### config.mk
export PLATFORM = sky130hd
export DESIGN_NAME = ede_cell
export DESIGN_NICKNAME = d
export VERILOG_FILES = /design/src/hdl/assert_macros.svh /design/src/hdl/ede_pkg.sv /design/src/hdl/ede_cell.sv
export SDC_FILE = /design/constraint.sdc
export NUM_CORES = 1
export LEC_CHECK = 0
export BUFFER_PORTS_ARGS = -buffer_cell sky130_fd_sc_hd__buf_2
export CAP_MARGIN = 40
export CORE_UTILIZATION = 30
export CTS_CLUSTER_DIAMETER = 120
export CTS_CLUSTER_SIZE = 20
export DETAILED_ROUTE_END_ITERATION = 7
export GPL_TIMING_DRIVEN = 0
export SLEW_MARGIN = 20
export SYNTH_ARGS = -nofsm -noshare
export SYNTH_HDL_FRONTEND = slang
export SYNTH_SLANG_ARGS = --single-unit
### constraint.sdc
create_clock -name clk -period 6.2 [get_ports clk]
set_clock_uncertainty 0.15 [all_clocks]
set_input_delay 0.31 -clock clk [delete_from_list [all_inputs] [get_ports clk]]
set_output_delay 0.31 -clock clk [all_outputs]
set_load 0.005 [all_outputs]
### src/hdl/assert_macros.svh
// shared assertion helpers, clocked and disabled during reset
`ifndef ASSERT_MACROS_SVH
`define ASSERT_MACROS_SVH

// same-cycle implication
`define ASSERT_IMPLIES(label, clk, rst, ante, cons, msg) \
  label: assert property (@(posedge clk) disable iff (rst) (ante) |-> (cons)) \
    else $error(msg);

// next-cycle implication
`define ASSERT_NEXT(label, clk, rst, ante, cons, msg) \
  label: assert property (@(posedge clk) disable iff (rst) (ante) |=> (cons)) \
    else $error(msg);

`endif

### src/hdl/ede_pkg.sv
package ede_pkg;

  typedef enum logic [1:0] {
    CMD_CLEAR  = 2'd0,
    CMD_APPEND = 2'd1,
    CMD_QUERY  = 2'd2,
    CMD_REPORT = 2'd3
  } cmd_t;

  // broadcast from the controller to every cell
  typedef struct packed {
    logic       clear;
    logic       restart;
    logic       append;
    logic [7:0] symbol;
  } ctl_t;

  // fixed part of the wavefront token handed from cell to cell
  typedef struct packed {
    logic       active;
    logic [7:0] symbol;
  } tok_t;

endpackage

### src/hdl/ede_cell.sv
module ede_cell #(
  parameter int W   = 8,
  parameter int IDX = 1
) (
  input  logic               clk,
  input  logic               rst,
  input  ede_pkg::ctl_t      ctl,
  input  logic               prev_valid,
  output logic               valid,
  input  ede_pkg::tok_t      tok_west,
  input  logic [W-1:0]       left_west,
  input  logic [W-1:0]       diag_west,
  output ede_pkg::tok_t      tok_east,
  output logic [W-1:0]       left_east,
  output logic [W-1:0]       diag_east
);

  logic [7:0]   ref_char;
  logic [W-1:0] row;
  logic [W-1:0] min_lu;
  logic [W-1:0] min_all;
  logic [W-1:0] cost;
  logic         load_char;

  assign load_char = ctl.append && prev_valid && !valid;

  always_comb begin
    min_lu  = (left_west < row) ? left_west : row;
    min_all = (min_lu < diag_west) ? min_lu : diag_west;
    cost    = (ref_char == tok_west.symbol) ? diag_west : min_all + W'(1);
  end

  always_ff @(posedge clk) begin
    if (rst) begin
      valid           <= 1'b0;
      row             <= W'(IDX);
      tok_east.active <= 1'b0;
    end else begin
      tok_east.active <= tok_west.active;
      tok_east.symbol <= tok_west.symbol;
      if (ctl.clear) begin
        valid <= 1'b0;
      end else if (load_char) begin
        valid <= 1'b1;
      end
      if (ctl.restart) begin
        row <= W'(IDX);
      end else if (tok_west.active && valid) begin
        row <= cost;
      end
    end
  end

  // cells past the reference end pass the left value through unchanged
  always_ff @(posedge clk) begin
    if (load_char) begin
      ref_char <= ctl.symbol;
    end
    left_east       <= valid ? cost : left_west;
    diag_east       <= row;
  end

endmodule
==> reports/metrics.csv, run 1 <==
stage;metric;value;unit
critical_path;path_cells;inv_1 > ha_1 > a21oi_1 > o21ai_0 > a21oi_2 > clkbuf_2 > clkbuf_2 > nand2_1 > o21ai_0 > ha_1 > a21oi_1 > o211ai_1 > a2111o_1 > o211ai_2 > buf_2 > mux2_2 > ha_1 > inv_1 > nor3_1 > xnor2_1 > mux2i_1 > mux2i_1 > a22oi_1 > mux2_2;
global_route;grt_max_degree;14;
critical_path;crit_top_cell;ha_1;
sta;final.setup.tns;0;ps
layout;final_cell_mix;buf_2 (65), dfxtp_1 (26), inv_1 (24), nand2_1 (20), o21ai_0 (19);
pwr;leakage;1.23;nW
pwr;powerDensity;209;nW/um^2
critical_path;crit_required;6220;ps
clock_network;h-tree-depth;2;
critical_path;crit_path_top_delay_cell;dfxtp_1;
routing;wl_met3;417;um
layout;synthToLayoutAreaGrowth;23.6;%
logic_synthesis;synth_cells;252;
sta;slew_viol_final;0;
routing;via_per_inst;4.92;
clock_network;cts_root_buf;clkbuf_8;
floorplanning;core_region_area;7410;sq um
clock_network;clk_pin_slew;80;ps
placed_design;place_congestion;0.860;
placed_design;io_buffers;64;
sta;hold_viol_final;0;
logic_synthesis;synth.ff_latch_count;42;
routing;drtPass1Iterations;4;
routing;drt-met1-wl;2.81;mm
logic_synthesis;synth-edff-count;16;
global_route;grt_pass1_vias;1896;
layout;drive_gt1_share;26.5;%
sta;worst_slew_pin_slew;639;ps
status;outcome;complete, no violations;
layout;final_common_cell;buf_2;
logic_synthesis;synth_ff_type;dfxtp_1;
global_route;grt_overflow;0;
logic_synthesis;synthesis.area;2360;sq um
sta;fin_crit_sh;91.1;%
routing;ant_nets;0;
floorplanning;dieArea;8220;sq um
routing;vias;2082;
logic_synthesis;yosys_warnings;0;
clock_network;post_cts_buffers;0;
clock_network;cts_tree;built;
logic_synthesis;syn_nets;306;
routing;totalWireLength;6.10;mm
placed_design;dp_slack;345;ps
job;drv_cap;0;
routing;dr.max_layer_used;met4;
routing;wl_met2;2.81;mm
floorplanning;dieHeight;90.6;um
pwr;p_total;0.609;mW
sta;setup_viol;0;
routing;drc;0;
critical_path;worstPathArrival;5670;ps
critical_path;crit_buf_inv;5;
logic_synthesis;syn-mean-instance-area;9.35;sq um
global_route;grt_pass1_wl;9.69;mm
critical_path;crit_fanout;10;
worst_hold_path;min_path_type;input port to flip-flop;
layout;antenna_cells;0;
sta;fin_crit;5650;ps
floorplanning;ios;65;
sta;setup_ws;552;ps
global_route;grt_usage;15.1;%
routing;route.detailed.wl_per_inst;14.4;um
layout;nNetsFinal;377;
critical_path;end_kind;flip-flop;
clock_network;cts_sinks;42;
clock_network;clock_latency;290;ps
floorplanning;die_w;90.6;um
sta;max_clock_freq;177;MHz
sta;holdWs;34.9;ps
pwr;irDropWorstVdd;0.0960;mV
logic_synthesis;synthArstFlopShare;0;%
critical_path;worstSetupPathType;flip-flop to flip-flop;
routing;drtIter0Drc;105;
critical_path;crit_family;compound AO/OA/AOI/OAI gates;
floorplanning;rows;31;
floorplanning;initial_core_util;31.8;%
clock_network;cts-buffers-inserted;5;
placed_design;dp_hpwl;4.89;mm
global_route;antenna_found_initial;0;
critical_path;startpoint_type;flip-flop;
critical_path;max_stage_delay;410;ps
logic_synthesis;yosysSeqAreaShare;42.5;%
logic_synthesis;synth_cell_types;47;
sta;rsz0062_at_grt;no;
clock_network;cts_max_path_buffers;2;
sta;slew_headroom;57.3;%
==> cell type report <==
class | count | area [sq um]
fillers | 759 | 4490
multi-input cells | 179 | 1240
flip-flops and latches | 42 | 1000
repair buffers | 64 | 320
well taps | 99 | 124
clock buffers | 7 | 98.8
inverters | 24 | 90.1
plain buffers | 7 | 30.0
clock inverters | 1 | 7.51
==> metal layers <==
layer  GRT usage (%)  vias up
met5               0        -
met4            4.17        0
met2            23.7       67
met1            20.5      955
li1                -     1054
met3            3.79        6
==> where the power goes <==
part	internal, mW	switching (mW)
sequential	0.299	0.00397
combinational	0.0473	0.0617
clock	0.105	0.0918
total	0.452	0.157
==> sequential cells by signal, summed over array words and instances, names as in the netlist <==
signal and count:
tok_east 9, row 8, ref_char 8, valid 1
diag_east 8, left_east 8
==> Yosys cell counts (2+ instances only) <==
cell | n | area [sq um]
o21ai_1 | 2 | 10.0
mux2_2 | 5 | 56.3
a2111o_1 | 2 | 22.5
edfxtp_1 | 16 | 480
mux2i_1 | 3 | 30.0
inv_1 | 24 | 90.1
nand2b_1 | 2 | 12.5
dfxtp_1 | 26 | 521
nor3_1 | 7 | 35.0
nor2_1 | 12 | 45.0
xnor2_1 | 16 | 140
or3_1 | 3 | 18.8
nand4_1 | 3 | 18.8
a31oi_1 | 3 | 18.8
a211o_1 | 2 | 17.5
a21oi_1 | 12 | 60.1
xor2_1 | 2 | 17.5
a211oi_1 | 5 | 37.5
o2111a_1 | 3 | 33.8
o211ai_1 | 5 | 37.5
nand3_1 | 9 | 45.0
nand2_1 | 20 | 75.1
o21ai_0 | 19 | 95.1
clkbuf_1 | 6 | 22.5
and3_1 | 9 | 56.3
ha_1 | 15 | 188
==> what timing repair did <==
action / in CTS / in global routing
gates resized for setup: 0 / 5
hold buffers: 0 / 0
endpoints found under the setup margin: 0 / 4
==> per-stage QoR <==
stage,cells,cell area (sq um),util [%]
2_1_floorplan,252,2360,-
3_3_place_gp,415,2800,37.8
3_5_place_dp,415,2800,37.8
4_1_cts,423,2910,39.3
5_1_grt,423,2910,39.3
6_report,423,2910,39.3
==> cell families after synthesis <==
kind of cell	share of synthesized area [%]
flip-flops	42.5
AO/OA/AOI/OAI	19.0
XOR/XNOR	6.69
multiplexers	3.66
adder cells (fa/ha/maj)	7.96
buffers and inverters	4.99
AND/OR/NAND/NOR	15.2
==> worst paths after layout <==
kind	startpoint	to	cells past startpoint	slack, ps
setup reg to reg	row[5]	left_east[4]	24	550
setup / recovery	row[5]	left_east[4]	24	550
hold reg to reg	row[7]	diag_east[7]	0	220
hold / removal	ctl[5]	ref_char[5]	1	30
Power figures use the tool's default switching activity.
==> inputs of run 2 (changes only) <==
Settings changed: PLACE_DENSITY set to 0.55, RECOVER_POWER set to 50.
==> run 2 against run 1 <==
Fmax decreased by 0.37%. Die area unchanged. Clock power increased by 8%. First-iteration DRC count increased by 18%. Clock-buffer cell count decreased by 1. Non-clock buffer count unchanged. Cell count unchanged. Utilization decreased by 0.17 points. Total power increased by 2.3%. Combinational power about the same. Critical path type unchanged.
==> reports/metrics.csv, run 2 (synthesis results as in run 1) <==
stage;metric;value;unit
critical_path;startpoint_type;flip-flop;
routing;drtPass1Iterations;4;
critical_path;max_stage_delay;420;ps
sta;slew_headroom;50.8;%
pwr;powerDensity;215;nW/um^2
global_route;antenna_found_initial;0;
critical_path;crit_fanout;10;
layout;synthToLayoutAreaGrowth;23.1;%
critical_path;crit_end;left_east[4];
critical_path;r2r_start;row[5];
sta;holdWs;25.4;ps
clock_network;cts_max_path_buffers;2;
sta;fin_crit_sh;91.4;%
critical_path;cp_num_cells;24;
clock_network;cts_root_buf;clkbuf_8;
critical_path;r2r-end;left_east[4];
layout;nNetsFinal;377;
clock_network;cts-buffers-inserted;5;
critical_path;r2r_setup_slack;530;ps
floorplanning;core_region_area;7410;sq um
critical_path;path_cells;inv_1 > ha_1 > a21oi_1 > o21ai_0 > a21oi_2 > clkbuf_2 > clkbuf_2 > nand2_1 > o21ai_0 > ha_1 > a211oi_1 > o211ai_1 > a2111o_1 > o211ai_2 > buf_2 > mux2_2 > ha_1 > inv_1 > nor3_1 > xnor2_1 > mux2i_1 > mux2i_1 > a22oi_1 > mux2_2;
sta;final.setup.tns;0;ps
global_route;grt_pass1_wl;10.1;mm
worst_hold_path;min_path_type;input port to flip-flop;
sta;max_clock_freq;176;MHz
job;drv_cap;0;
floorplanning;ios;65;
critical_path;worstPathArrival;5690;ps
floorplanning;dieHeight;90.6;um
critical_path;crit_top_cell;ha_1;
sta;worst_slew_pin_slew;735;ps
routing;totalWireLength;6.25;mm
global_route;grt_pass1_vias;1985;
critical_path;end_kind;flip-flop;
routing;drc;0;
global_route;grt_max_degree;14;
layout;nFillCells;739;
routing;via_per_inst;4.83;
sta;fin_crit;5670;ps
sta;slew_viol_final;0;
layout;drive_gt1_share;22.2;%
floorplanning;die_w;90.6;um
placed_design;dp_hpwl;5.00;mm
clock_network;clk_pin_slew;80;ps
layout;final_cell_mix;buf_2 (52), dfxtp_1 (26), inv_1 (24), nand2_1 (20), o21ai_0 (19);
sta;setup_viol;0;
floorplanning;initial_core_util;31.8;%
clock_network;holdBufCountCts;0;
pwr;p_total;0.623;mW
clock_network;h-tree-depth;2;
layout;antenna_cells;0;
critical_path;crit_family;compound AO/OA/AOI/OAI gates;
layout;largest_reg_flops;9;
clock_network;cts_tree;built;
routing;route.detailed.wl_per_inst;14.8;um
critical_path;worstSetupPathType;flip-flop to flip-flop;
status;outcome;complete, no violations;
routing;drtIter0Drc;124;
floorplanning;rows;31;
pwr;leakage;1.20;nW
placed_design;io_buffers;64;
routing;vias;2044;
sta;hold_viol_final;0;
critical_path;crit_buf_inv;5;
clock_network;cts_sinks;42;
layout;final_common_cell;buf_2;
layout;top_register;tok_east;
global_route;grt_overflow;0;
clock_network;clock_latency;290;ps
critical_path;reg2reg_depth;24;
critical_path;crit_required;6220;ps
pwr;irDropWorstVdd;0.0967;mV
global_route;grt_usage;15.6;%
placed_design;place_congestion;0.868;
floorplanning;dieArea;8220;sq um
critical_path;crit_path_top_delay_cell;dfxtp_1;
sta;rsz0062_at_grt;no;
routing;ant_nets;0;
critical_path;cp-startpoint;row[5];
[run 2: cell count changes in the layout (fill, tap and decap cells not counted), sizes merged]
| cell | delta |
|---|---|
| bufinv | +1 |
| buf | -13 |
| clkbuf | +12 |
[run 2: worst min-delay path by stage]
stage | depth (start not counted) | to | slack, ps | startpoint
2_1_floorplan | 0 | diag_east[7] | 190 | row[7]
3_3_place_gp | 0 | diag_east[7] | 210 | row[7]
3_5_place_dp | 0 | diag_east[6] | 210 | row[6]
4_1_cts | 2 | valid | 10 | ctl[10]
5_1_grt | 1 | ref_char[6] | 20 | ctl[6]
6_report | 2 | valid | 30 | ctl[10]
[run 2: what timing repair did]
action | 4_1_cts | 5_1_grt
buffers inserted | 0 | 0
gates resized for setup | 0 | 5
setup endpoints to repair | 0 | 4
[run 2: final cells by class]
type | instances | area, sq um | area share [%]
buffer | 7 | 30.0 | 1.03
clock buffer | 6 | 72.6 | 2.50
clock inverter | 2 | 37.5 | 1.29
inverter | 24 | 90.1 | 3.10
multi-input combinational | 179 | 1240 | 42.8
sequential | 42 | 1000 | 34.5
tap | 99 | 124 | 4.27
timing repair buffer | 64 | 304 | 10.5
[run 2: where the power goes]
group          switching (mW)  total (mW)  internal [mW]
clock                  0.0915       0.212          0.120
sequential            0.00402       0.303          0.299
combinational          0.0622       0.108         0.0461
[run 2: layer usage]
metal	routed length, um	share of wire (%)	track usage, %	up-vias
li1	-	-	-	1056
met1	3040	49	21.0	930
met2	2890	46	26.3	56
met3	296	4.7	2.61	2
met4	16	0.26	3.23	0
met5	0	0	0	-
[run 2: through the flow]
step / instances / utilization, % / setup WS, ps / instance area (sq um)
final: 423 / 39.2 / 531 / 2900
after global routing: 423 / 39.2 / 86.8 / 2900
after CTS: 423 / 39.3 / 233 / 2910
after detailed placement: 415 / 37.8 / 265 / 2800
after global placement: 415 / 37.8 / 269 / 2800
after floorplan: 252 / - / 1170 / 2360
[run 2: worst register-to-register path: stages, from the launching register on]
cell and delay, ps:
dfxtp_1 420, inv_1 110, ha_1 300, a21oi_1 250
o21ai_0 210, a21oi_2 290, clkbuf_2 300, clkbuf_2 240
nand2_1 70, o21ai_0 70, ha_1 260, a211oi_1 260
o211ai_1 170, a2111o_1 330, o211ai_2 180, buf_2 310
mux2_2 190, ha_1 200, inv_1 110, nor3_1 330
xnor2_1 170, mux2i_1 80, mux2i_1 140, a22oi_1 100
mux2_2 300
